==> src/hdl/arrow_rule_line_tagger_assert.svh <==
// assertion macros shared by the arrow rule line tagger modules
`ifndef ARROW_RULE_LINE_TAGGER_ASSERT_SVH
`define ARROW_RULE_LINE_TAGGER_ASSERT_SVH

`ifndef NO_ASSERTIONS
`define ARLT_ASSERT_SAME(lbl, ante, cons) \
    lbl: assert property (@(posedge clk) disable iff (!rst_n) (ante) |-> (cons)) \
        else $error("arlt assertion failed");
`define ARLT_ASSERT_NEXT(lbl, ante, cons) \
    lbl: assert property (@(posedge clk) disable iff (!rst_n) (ante) |=> (cons)) \
        else $error("arlt assertion failed");
`else
`define ARLT_ASSERT_SAME(lbl, ante, cons)
`define ARLT_ASSERT_NEXT(lbl, ante, cons)
`endif

`endif

==> src/hdl/arlt_pkg.sv <==
// shared types, codes and constants of the arrow rule line tagger
package arlt_pkg;

    localparam logic [2:0] KIND_SEL   = 3'd0;
    localparam logic [2:0] KIND_PATH  = 3'd1;
    localparam logic [2:0] KIND_ARROW = 3'd2;
    localparam logic [2:0] KIND_END   = 3'd3;
    localparam logic [2:0] KIND_ERR   = 3'd4;

    localparam logic [1:0] ERR_NONE         = 2'd0;
    localparam logic [1:0] ERR_NO_SELECTOR  = 2'd1;
    localparam logic [1:0] ERR_NO_PATH      = 2'd2;
    localparam logic [1:0] ERR_ARROW_IN_PATH = 2'd3;

    localparam logic [7:0] CH_DASH    = 8'h2D;
    localparam logic [7:0] CH_GT      = 8'h3E;
    localparam logic [7:0] CH_NL      = 8'h0A;
    localparam logic [7:0] CH_SPACE   = 8'h20;
    localparam logic [7:0] CH_TAB     = 8'h09;
    localparam logic [7:0] CH_VT      = 8'h0B;
    localparam logic [7:0] CH_FF      = 8'h0C;
    localparam logic [7:0] CH_CR      = 8'h0D;

    localparam logic [1:0] SEL_LEN_MAX   = 2'd3;
    localparam logic [1:0] SEL_LEN_EMPTY = 2'd2;

    localparam int QUEUE_DEPTH = 4;
    localparam int TDATA_W     = 80;
    localparam int PAYLOAD_W   = 74;

    typedef struct packed {
        logic [2:0]  kind;
        logic [7:0]  text_byte;
        logic [1:0]  error_code;
        logic [15:0] line_number;
        logic [15:0] column_number;
        logic [31:0] byte_position;
        logic        last;
    } result_t;

    typedef struct packed {
        logic [1:0] count;
        result_t    first;
        result_t    second;
    } push_t;

    function automatic logic is_space(input logic [7:0] c);
        return c == CH_SPACE || c == CH_TAB || c == CH_NL || c == CH_VT ||
               c == CH_FF || c == CH_CR;
    endfunction

endpackage

==> src/hdl/arrow_rule_line_tagger.sv <==
// top level of the arrow rule line tagger: byte stream in, tagged beats out
// each result is written into the result queue as its input beat is taken
// throughput: one input beat per cycle while s_tready is high; a byte with a held dash gives two
// output beats, which the four-entry result queue absorbs
// reset: rst_n clears the parse mode, counters, sticky error and the queue
module arrow_rule_line_tagger #(
    parameter int QUEUE_DEPTH = arlt_pkg::QUEUE_DEPTH
) (
    input  logic                         clk,
    input  logic                         rst_n,
    input  logic                         s_tvalid,
    output logic                         s_tready,
    input  logic [7:0]                   s_tdata,  // ch
    output logic                         m_tvalid,
    input  logic                         m_tready,
    // text_byte, error_code, line_number, column_number, byte_position, zero fill
    output logic [arlt_pkg::TDATA_W-1:0] m_tdata,
    output logic [2:0]                   m_tuser,  // kind
    output logic                         m_tlast
);
    import arlt_pkg::*;

    push_t   push;
    result_t head;
    logic    accept;

    assign accept = s_tvalid && s_tready;

    arlt_parser u_parser (
        .clk    (clk),
        .rst_n  (rst_n),
        .accept (accept),
        .ch     (s_tdata),
        .push   (push)
    );

    arlt_queue #(
        .DEPTH (QUEUE_DEPTH)
    ) u_queue (
        .clk       (clk),
        .rst_n     (rst_n),
        .push      (push),
        .space_ok  (s_tready),
        .out_valid (m_tvalid),
        .out_ready (m_tready),
        .out_res   (head)
    );

    assign m_tdata = {(TDATA_W - PAYLOAD_W)'(0), head.byte_position, head.column_number,
                      head.line_number, head.error_code, head.text_byte};
    assign m_tuser = head.kind;
    assign m_tlast = head.last;

endmodule

==> src/hdl/arlt_parser.sv <==
// parse mode machine, position counters and result generation per byte
`include "arrow_rule_line_tagger_assert.svh"

module arlt_parser (
    input  logic             clk,
    input  logic             rst_n,
    input  logic             accept,
    input  logic [7:0]       ch,
    output arlt_pkg::push_t  push
);
    import arlt_pkg::*;

    localparam logic [1:0] MODE_EXPECT   = 2'd0;
    localparam logic [1:0] MODE_SELECTOR = 2'd1;
    localparam logic [1:0] MODE_PATH     = 2'd2;

    logic [1:0]  mode_reg, mode_next;
    logic [7:0]  prev_reg, prev_next;
    logic        held_reg, held_next;
    logic [1:0]  len_reg, len_next;
    logic [15:0] line_reg, line_next;
    logic [15:0] col_reg, col_next;
    logic [31:0] pos_reg, pos_next;
    logic        error_reg, error_next;

    logic        arrow;
    logic        start;
    logic        held_base;
    logic [1:0]  len_base;
    logic        emit_dash;
    logic        emit_main;
    logic [2:0]  main_kind;
    logic [7:0]  main_text;
    logic [1:0]  main_code;
    result_t     dash_res;
    result_t     main_res;

    assign arrow     = (prev_reg == CH_DASH) && (ch == CH_GT);
    assign start     = (mode_reg != MODE_SELECTOR);
    assign held_base = start ? 1'b0 : held_reg;
    assign len_base  = start ? 2'd0 : len_reg;

    always_comb
    begin
        mode_next  = mode_reg;
        prev_next  = prev_reg;
        held_next  = held_reg;
        len_next   = len_reg;
        line_next  = line_reg;
        col_next   = col_reg;
        pos_next   = pos_reg;
        error_next = error_reg;
        emit_dash  = 1'b0;
        emit_main  = 1'b0;
        main_kind  = KIND_SEL;
        main_text  = 8'd0;
        main_code  = ERR_NONE;
        if (accept && !error_reg)
        begin
            col_next  = (col_reg == 16'hFFFF) ? col_reg : col_reg + 16'd1;
            pos_next  = (pos_reg == 32'hFFFF_FFFF) ? pos_reg : pos_reg + 32'd1;
            prev_next = ch;
            if (mode_reg == MODE_PATH)
            begin
                emit_main = 1'b1;
                if (ch == CH_NL)
                begin
                    line_next = (line_reg == 16'hFFFF) ? line_reg : line_reg + 16'd1;
                    col_next  = 16'd0;
                    mode_next = MODE_EXPECT;
                    main_kind = KIND_END;
                end
                else if (arrow)
                begin
                    error_next = 1'b1;
                    main_kind  = KIND_ERR;
                    main_code  = ERR_ARROW_IN_PATH;
                end
                else
                begin
                    main_kind = KIND_PATH;
                    main_text = ch;
                end
            end
            else if (!(start && is_space(ch)))
            begin
                mode_next = MODE_SELECTOR;
                len_next  = (len_base == SEL_LEN_MAX) ? len_base : len_base + 2'd1;
                if (arrow)
                begin
                    held_next = 1'b0;
                    emit_main = 1'b1;
                    if (len_next == SEL_LEN_EMPTY)
                    begin
                        error_next = 1'b1;
                        main_kind  = KIND_ERR;
                        main_code  = ERR_NO_SELECTOR;
                    end
                    else
                    begin
                        mode_next = MODE_PATH;
                        main_kind = KIND_ARROW;
                    end
                end
                else if (ch == CH_NL)
                begin
                    error_next = 1'b1;
                    held_next  = 1'b0;
                    emit_main  = 1'b1;
                    main_kind  = KIND_ERR;
                    main_code  = ERR_NO_PATH;
                end
                else
                begin
                    emit_dash = held_base;
                    if (ch == CH_DASH)
                    begin
                        held_next = 1'b1;
                    end
                    else
                    begin
                        held_next = 1'b0;
                        emit_main = 1'b1;
                        main_kind = KIND_SEL;
                        main_text = ch;
                    end
                end
            end
        end
    end

    always_comb
    begin
        dash_res.kind          = KIND_SEL;
        dash_res.text_byte     = CH_DASH;
        dash_res.error_code    = ERR_NONE;
        dash_res.line_number   = line_next;
        dash_res.column_number = col_next;
        dash_res.byte_position = pos_next;
        dash_res.last          = !emit_main;

        main_res.kind          = main_kind;
        main_res.text_byte     = main_text;
        main_res.error_code    = main_code;
        main_res.line_number   = line_next;
        main_res.column_number = col_next;
        main_res.byte_position = pos_next;
        main_res.last          = 1'b1;

        push.count  = {1'b0, emit_dash} + {1'b0, emit_main};
        push.first  = emit_dash ? dash_res : main_res;
        push.second = main_res;
    end

    always_ff @(posedge clk or negedge rst_n)
    begin
        if (!rst_n)
        begin
            mode_reg  <= MODE_EXPECT;
            prev_reg  <= 8'd0;
            held_reg  <= 1'b0;
            len_reg   <= 2'd0;
            line_reg  <= 16'd0;
            col_reg   <= 16'd0;
            pos_reg   <= 32'd0;
            error_reg <= 1'b0;
        end
        else
        begin
            mode_reg  <= mode_next;
            prev_reg  <= prev_next;
            held_reg  <= held_next;
            len_reg   <= len_next;
            line_reg  <= line_next;
            col_reg   <= col_next;
            pos_reg   <= pos_next;
            error_reg <= error_next;
        end
    end

    `ARLT_ASSERT_NEXT(a_error_sticky, error_reg, error_reg)
    `ARLT_ASSERT_SAME(a_no_result_after_error, error_reg, push.count == 2'd0)
    `ARLT_ASSERT_SAME(a_pair_starts_with_dash, push.count == 2'd2,
        push.first.text_byte == CH_DASH && push.first.kind == KIND_SEL)

endmodule

==> src/hdl/arlt_queue.sv <==
// small result queue taking up to two results a cycle and giving one while out_ready is high
`include "arrow_rule_line_tagger_assert.svh"

module arlt_queue #(
    parameter int DEPTH = arlt_pkg::QUEUE_DEPTH
) (
    input  logic              clk,
    input  logic              rst_n,
    input  arlt_pkg::push_t   push,
    output logic              space_ok,
    output logic              out_valid,
    input  logic              out_ready,
    output arlt_pkg::result_t out_res
);
    import arlt_pkg::*;

    localparam int PTR_W = (DEPTH > 1) ? $clog2(DEPTH) : 1;
    localparam int CNT_W = $clog2(DEPTH + 1);
    localparam logic [PTR_W-1:0] PTR_LAST = PTR_W'(DEPTH - 1);

    result_t           store [DEPTH];
    logic [PTR_W-1:0]  wr_reg, wr_next;
    logic [PTR_W-1:0]  rd_reg, rd_next;
    logic [CNT_W-1:0]  count_reg, count_next;
    logic [PTR_W-1:0]  wr_second;
    logic              pop;

    function automatic logic [PTR_W-1:0] ptr_inc(input logic [PTR_W-1:0] p);
        return (p == PTR_LAST) ? '0 : p + PTR_W'(1);
    endfunction

    assign pop       = out_valid && out_ready;
    assign out_valid = (count_reg != '0);
    assign out_res   = store[rd_reg];
    assign space_ok  = (count_reg <= CNT_W'(DEPTH - 2));
    assign wr_second = ptr_inc(wr_reg);

    always_comb
    begin
        wr_next    = wr_reg;
        rd_next    = pop ? ptr_inc(rd_reg) : rd_reg;
        count_next = count_reg + CNT_W'(push.count) - CNT_W'(pop);
        case (push.count)
            2'd1:    wr_next = wr_second;
            2'd2:    wr_next = ptr_inc(wr_second);
            default: wr_next = wr_reg;
        endcase
    end

    always_ff @(posedge clk)
    begin
        if (push.count != 2'd0)
        begin
            store[wr_reg] <= push.first;
        end
        if (push.count == 2'd2)
        begin
            store[wr_second] <= push.second;
        end
    end

    always_ff @(posedge clk or negedge rst_n)
    begin
        if (!rst_n)
        begin
            wr_reg    <= '0;
            rd_reg    <= '0;
            count_reg <= '0;
        end
        else
        begin
            wr_reg    <= wr_next;
            rd_reg    <= rd_next;
            count_reg <= count_next;
        end
    end

    `ARLT_ASSERT_SAME(a_push_has_room, push.count != 2'd0, space_ok)
    `ARLT_ASSERT_NEXT(a_pop_only_drains, pop && push.count == 2'd0,
        count_reg == $past(count_reg) - CNT_W'(1))
    `ARLT_ASSERT_SAME(a_count_bounded, 1'b1, count_reg <= CNT_W'(DEPTH))

endmodule

==> config.mk <==
export PLATFORM = sky130hd
export DESIGN_NAME = arrow_rule_line_tagger
export DESIGN_NICKNAME = d
export VERILOG_FILES = /design/src/hdl/arlt_pkg.sv /design/src/hdl/arrow_rule_line_tagger.sv /design/src/hdl/arlt_parser.sv /design/src/hdl/arlt_queue.sv
export VERILOG_INCLUDE_DIRS = /design/src /design/src/hdl
export SDC_FILE = /design/constraint.sdc
export NUM_CORES = 1
export LEC_CHECK = 0
export ABC_AREA = 1
export BUFFER_PORTS_ARGS = -buffer_cell sky130_fd_sc_hd__buf_2
export CAP_MARGIN = 15
export CORE_MARGIN = 5
export CORE_UTILIZATION = 55
export CTS_CLUSTER_SIZE = 25
export DETAILED_ROUTE_END_ITERATION = 12
export PLACE_DENSITY_LB_ADDON = 0.12
export SETUP_SLACK_MARGIN = 0.5
export SYNTH_ARGS = -nofsm -noshare
export SYNTH_HDL_FRONTEND = slang
export SYNTH_SLANG_ARGS = --single-unit
==> constraint.sdc <==
create_clock -name clk -period 13.07 [get_ports clk]
set_input_delay 0.6535 -clock clk [delete_from_list [all_inputs] [get_ports clk]]
set_output_delay 0.6535 -clock clk [all_outputs]
set_load 0.01 [all_outputs]
==> results_dict.tcl, run 1 <==
set metrics [dict create \
    arrival_ps 3670 \
    rsz0062_at_grt "no" \
    grt_pass1_wl_mm 78.20 \
    cts_buffers 43 \
    drtIter0Drc 1240 \
    ctsLongestPathBuffers 3 \
    ant_nets 0 \
    required_ps 12420 \
    drive_above_1_share 0.1307 \
    worst_hold_path_type "primary input to flip-flop" \
    ir_drop_mv 0.1631 \
    crit_type "flip-flop to output port" \
    worst-slew-pin-transition_ps 1040 \
    num_vias 14660 \
    start_util 0.5549 \
    yosysWarnings 0 \
    grt_pass1_vias 14210 \
    setup_viol 0 \
    vias_per_cell 5.743 \
    chipWidth_um 196.5 \
    area_growth_pct 11.44 \
    drcViolationCount 0 \
    netlist.area_leader.share 0.4837 \
    skew_ps 10.76 \
    max_stage_delay_ps 910 \
    nFillCells 2925 \
    drt-total-wl_mm 49.48 \
    syn_area_per_cell_um2 9.526 \
    track_usage 0.2527 \
    leakagePower_nw 7.420 \
    post_cts_resized 0 \
    final_nets 2095 \
    clock_latency_ps 540 \
    path_depth 5 \
    setup_slack_ps 8751 \
    setup_tns_ps 0 \
    slew_headroom 0.3064 \
    largest_reg_flops 312 \
    die_area_um2 38590 \
    post-route-period-util 0.3305 \
    ioPinCount 98 \
    cts.reportedPaths.clkPinSlew_ps 60 \
    synthCells 2007 \
    synth_edf_count 308 \
    clkSinkCount 397 \
    synthesis.area_um2 19120 \
    antenna_found_initial 1 \
    portBuffers 91 \
    yosysTopAreaCell "edfxtp_1" \
    crit_fanout 94 \
    grt-ovfl-total 0 \
    crit_family "buffers and inverters" \
    first_pass_iters 5 \
    p_per_area_nw_per_um2 153.2 \
    max_freq_ghz 0.2315 \
    critPathCaptureType "output port" \
    post-place-ws_ps 8871 \
    drv_slew 0 \
    ys_types 43 \
    ys_seq_area_frac 0.5992 \
    routabilityCongestion 0.8964 \
    rows 68 \
    antennaDiodeCount 0 \
    path_cells "inv_4 > buf_4 > o21ai_0 > o22ai_1 > buf_2" \
    ys_ff_latch 397 \
    cts_tree "yes" \
    status "complete, no violations" \
    synth.area.top_cells "edfxtp_1 (48%), dfrtp_1 (11%), nor2_1 (7.5%), nand2_1 (6.1%), o21ai_0 (4.5%)" \
    final.min_clock_period_ps 4319 \
    cp.buffers_inverters 3 \
    yosys_most_used_dff "edfxtp_1" \
    wire_per_inst_um 19.39 \
    finalHoldViolCount 0 \
    drv_cap 0 \
    r2r_cells 11 \
    core_area_um2 34460 \
    grt_max_degree 95 \
    hold_depth 3 \
    h-tree-depth 2 \
    clockRootBuffer "clkbuf_16" \
    die_y_um 196.5 \
    async_flop_share 0.2141 \
    crit_path_top_delay_cell "buf_4" \
    dpl.hpwl_mm 29.44 \
    cp-start-kind "flip-flop" \
]
## logic make-up after synthesis
logic type      synth area share
compound gates            0.1218
xor+xnor                 0.01021
fa+ha+maj                0.01283
buf+inv                  0.05235
flops                     0.5992
other cells            0.0001961
simple gates              0.2035
## worst reg2reg max path: cells and delay by family, from the launching register on
kind / cells / cell delay (ps)
AO/OA/AOI/OAI: 1 / 250
adder cells (fa/ha/maj): 1 / 290
buffers and inverters: 4 / 1270
flip-flops: 1 / 420
AND/OR/NAND/NOR: 5 / 1560
## per-layer routing
| metal | wire length, um | GRT usage | vias to the layer above |
|---|---|---|---|
| met5 | 0 | 0 | - |
| met4 | 756 | 0.05456 | 0 |
| met3 | 3480 | 0.03726 | 56 |
| met2 | 23090 | 0.4108 | 521 |
| met1 | 22150 | 0.3667 | 7120 |
| li1 | - | - | 6960 |
## path summary, 6_finish.rpt
kind	start	to	slack (ps)
max in group asynchronous	rst_n	u_parser.line_reg[1]	11290
worst max register to register	u_queue.count_reg[2]	u_queue.store[3][70]	9120
worst min-delay path	s_tdata[4]	u_parser.prev_reg[4]	430
worst max-delay path	u_queue.rd_reg[0]	m_tdata[30]	8750
min in group asynchronous	rst_n	u_queue.count_reg[2]	520
worst min register to register	u_parser.error_reg	u_parser.error_reg	460
## power breakdown
group          switching [mW]  leakage [nW]  internal [mW]
Combinational           0.457          3.54          0.191
Sequential             0.0479          3.19           1.35
Clock                   0.487         0.689          0.728
Total                   0.991          7.42           2.27
## through the flow
step / utilization / power (mW) / area [um2] / std cells / hold WS (ps)
CTS: 0.6183 / 3.282 / 21310 / 2552 / 399.7
global placement: 0.5771 / 2.069 / 19880 / 2473 / 449.1
floorplan: - / 1.798 / 19140 / 2012 / 357.9
detailed placement: 0.5771 / 2.077 / 19880 / 2473 / 445.8
finish: 0.6183 / 3.265 / 21310 / 2552 / 426.4
global route: 0.6183 / 3.403 / 21310 / 2552 / 440.2
## synth_stat cells, types with 8 or more instances
master,number
nor2_4,8
inv_2,9
nand2_1,309
or2_2,10
nand3_1,67
nand3b_1,13
clkbuf_1,65
ha_1,18
inv_1,142
o21ai_1,10
buf_1,13
buf_2,11
dfrtp_1,85
nor3_1,10
edfxtp_1,308
nand3_2,15
xor2_1,10
a21oi_1,162
o22ai_1,78
nor2_2,8
o21ai_0,172
nor2_1,381
nand2_2,31
nand4_1,24
## layout by cell type (no fill, tap or decap), types with 31 or more instances in the layout
| master | count |
|---|---|
| a21oi_1 | 162 |
| buf_2 | 90 |
| dfrtp_1 | 83 |
| nand2_2 | 31 |
| edfxtp_1 | 308 |
| nand2_1 | 305 |
| nor2_1 | 381 |
| nand3_1 | 67 |
| o21ai_0 | 172 |
| inv_1 | 136 |
| o22ai_1 | 78 |
| clkbuf_16 | 45 |
## area by class of cell
class	instances	area [um2]	area share
Sequential cell	397	11460	0.5379
Multi-Input combinational cell	1365	6716	0.3152
Clock buffer	64	1267	0.05949
Inverter	151	574.3	0.02695
Timing Repair Buffer	106	573.1	0.02690
Tap cell	455	569.3	0.02672
Clock inverter	14	145.1	0.006812
## what timing repair did
item,in CTS,in global routing
hold buffers,1,0
endpoints found under the setup margin,0,0
buffers inserted,0,0
endpoints found under the hold margin,15,0
No activity file was read; power rests on OpenSTA's default activity.
==> run 2: changes to the inputs <==
ABC_AREA = 0   (was 1)
clock period = 4.2 ns   (was 13.07 ns; I/O delays follow)
==> run 2 against run 1 <==
  * Total power grew to 3.5 times the previous value
  * Synthesized area is 5.7% lower
  * Clock power grew to 2.8 times the previous value
  * Sequential cell count stayed put
  * Clock skew is 2.3 ps higher
  * Sequential share of layout area is 2.2 points higher
  * Register-to-register slack worse by 8300 ps
  * Synthesized cell count is 31% lower
  * Via count is 20% lower
  * Cell count is 24% lower
  * Combinational power grew to 5.0 times the previous value
  * Sequential power grew to 3.5 times the previous value
  * Critical path type is now flip-flop to flip-flop
==> results_dict.tcl, run 2 <==
set metrics [dict create \
    status "complete, no violations" \
    yosys_most_used_dff "edfxtp_1" \
    wire_per_inst_um 21.22 \
    h-tree-depth 2 \
    crit_type "flip-flop to flip-flop" \
    portBuffers 91 \
    final_nets 1509 \
    num_vias 11710 \
    ctsLongestPathBuffers 3 \
    worst_hold_path_type "primary input to flip-flop" \
    synth_edf_count 308 \
    ir_drop_mv 0.6029 \
    area_growth_pct 13.53 \
    critPathCaptureType "flip-flop" \
    max_freq_ghz 0.2935 \
    grt.met3_usage 0.03488 \
    cts.reportedPaths.clkPinSlew_ps 60 \
    die_y_um 191.1 \
    synth-xor-area-share 0.01214 \
    track_usage 0.2315 \
    drtIter0Drc 1180 \
    yosys.area_share.simple 0.1327 \
    clockRootBuffer "clkbuf_16" \
    core_area_um2 32450 \
    rows 66 \
    dpl.hpwl_mm 25.35 \
    synth_top_family_by_area "simple AND/OR/NAND/NOR gates" \
    ant_nets 0 \
    drv_slew 0 \
    routabilityCongestion 0.8642 \
    globalRouteMet1Util 0.3357 \
    yosysTopAreaCell "edfxtp_1" \
    grt_pass1_wl_mm 66.24 \
    synth_fa_ha_area_frac 0.01360 \
    antenna_found_initial 0 \
    layout_commonest_cell "edfxtp_1" \
    clkSinkCount 397 \
    ioPinCount 98 \
    synth.most_common_cell "edfxtp_1" \
    synth_mux_area_frac 0.1058 \
    finalHoldViolCount 0 \
    vias_per_cell 6.007 \
    synth_compound_area_frac 0.06974 \
    setup_slack_ps 792.3 \
    die_area_um2 36500 \
    synthCells 1380 \
    setup_viol 0 \
    p_per_area_nw_per_um2 565.6 \
    worst_hold_slack_ps 26.01 \
    rsz0062_at_grt "no" \
    grt_pass1_vias 11750 \
    yosysWarnings 0 \
    place_inst 1872 \
    cts_tree "yes" \
    worst-slew-pin-transition_ps 1039 \
    grt-ovfl-total 0 \
    cts_setup_buffers 0 \
    drv_cap 0 \
    first_pass_iters 5 \
    ys_seq_area_frac 0.6353 \
    syn_area_per_cell_um2 13.07 \
    drt-total-wl_mm 41.39 \
    grt_max_degree 63 \
    post-route-period-util 0.8113 \
    netlist.area_leader.share 0.5129 \
    required_ps 4470 \
    ys_types 67 \
    yosys-top-cells-count "edfxtp_1 (308), nor2_1 (236), a21oi_1 (92)" \
    async_flop_share 0.2141 \
    crit_fanout 51 \
    largest_reg_flops 312 \
    grt_most_used_layer "met2" \
    skew_ps 13.04 \
    chipWidth_um 191.1 \
    ys_ff_latch 397 \
    cts_buffers 40 \
    met2_usage 0.3783 \
    synthesis.area_um2 18030 \
    drive_above_1_share 0.1930 \
    clock_latency_ps 530 \
    synth.area.top_cells "edfxtp_1 (51%), dfrtp_1 (12%), mux4_2 (9.7%), nor2_1 (4.9%), a21oi_1 (2.6%)" \
    layout_common_cells "edfxtp_1 (308), nor2_1 (236), a21oi_1 (92)" \
    setup_tns_ps 0 \
    fin_cells 1950 \
    leakagePower_nw 7.724 \
    slew_headroom 0.3006 \
    antennaDiodeCount 0 \
    cp-start-kind "flip-flop" \
    start_util 0.5556 \
    post-place-ws_ps 402.6 \
    arrival_ps 3680 \
    drcViolationCount 0 \
    final.min_clock_period_ps 3408 \
]
run 2: routing by layer:
metal  share of wire  wire length (um)
met1            0.44             18300
met5               0                 0
met2            0.48             19880
met3           0.058              2404
met4           0.019               797
run 2: cells by family (layout without fill, tap and decap cells):
family	after synthesis	after routing
AND/OR/NAND/NOR	510	510
flip-flops	397	397
AO/OA/AOI/OAI	198	198
buffers and inverters	137	260
multiplexers	93	93
XOR/XNOR	25	25
adder cells (fa/ha/maj)	19	19
other	1	6
run 2: what timing repair did:
item	CTS	global route
hold buffers	5	0
endpoints found under the setup margin	0	70
endpoints found under the hold margin	65	0
gates resized for setup	0	20
run 2: power by group:
group | leakage (nW) | total [mW] | switching [mW] | internal (mW)
clock | 0.608 | 3.41 | 1.44 | 1.96
sequential | 4.19 | 4.94 | 0.235 | 4.70
combinational | 2.93 | 3.23 | 1.93 | 1.30
total | 7.72 | 11.6 | 3.61 | 7.97
run 2: final cells by class:
cell class | count | area [um2]
clock buffers | 59 | 1154
clock inverters | 13 | 90.09
fillers | 2485 | 11980
inverters | 58 | 267.8
multi-input cells | 851 | 6090
flip-flops and latches | 397 | 11460
well taps | 442 | 553.0
repair buffers | 130 | 853.3
run 2: final timing paths:
path,slack (ps),depth (start not counted),from,endpoint
setup reg to reg,790,12,u_parser.prev_reg[4],u_queue.store[3][67]
min in group asynchronous,360,2,rst_n,u_queue.rd_reg[1]
setup / recovery,790,12,u_parser.prev_reg[4],u_queue.store[3][67]
hold reg to reg,470,2,u_queue.store[2][0],u_queue.store[2][0]
max in group asynchronous,2960,3,rst_n,u_parser.line_reg[7]
hold / removal,30,3,s_tdata[2],u_parser.prev_reg[2]
run 2: worst max-delay path: stages, from the launching register on:
cell and delay [ps]:
dfrtp_1 380, nor4b_1 340, nand4_1 290, a21o_2 390
nand2b_1 150, inv_1 70, ha_1 270, nand2_1 140
and2_2 250, buf_8 390, nor4_1 100, buf_4 180
a31o_2 200
run 2: through the flow:
stage	utilization	area, um2	power (mW)
global route	0.6308	20470	12.15
global placement	0.5886	19100	8.233
floorplan	-	18100	7.025
detailed placement	0.5886	19100	8.276
CTS	0.6285	20400	11.68
finish	0.6308	20470	11.58
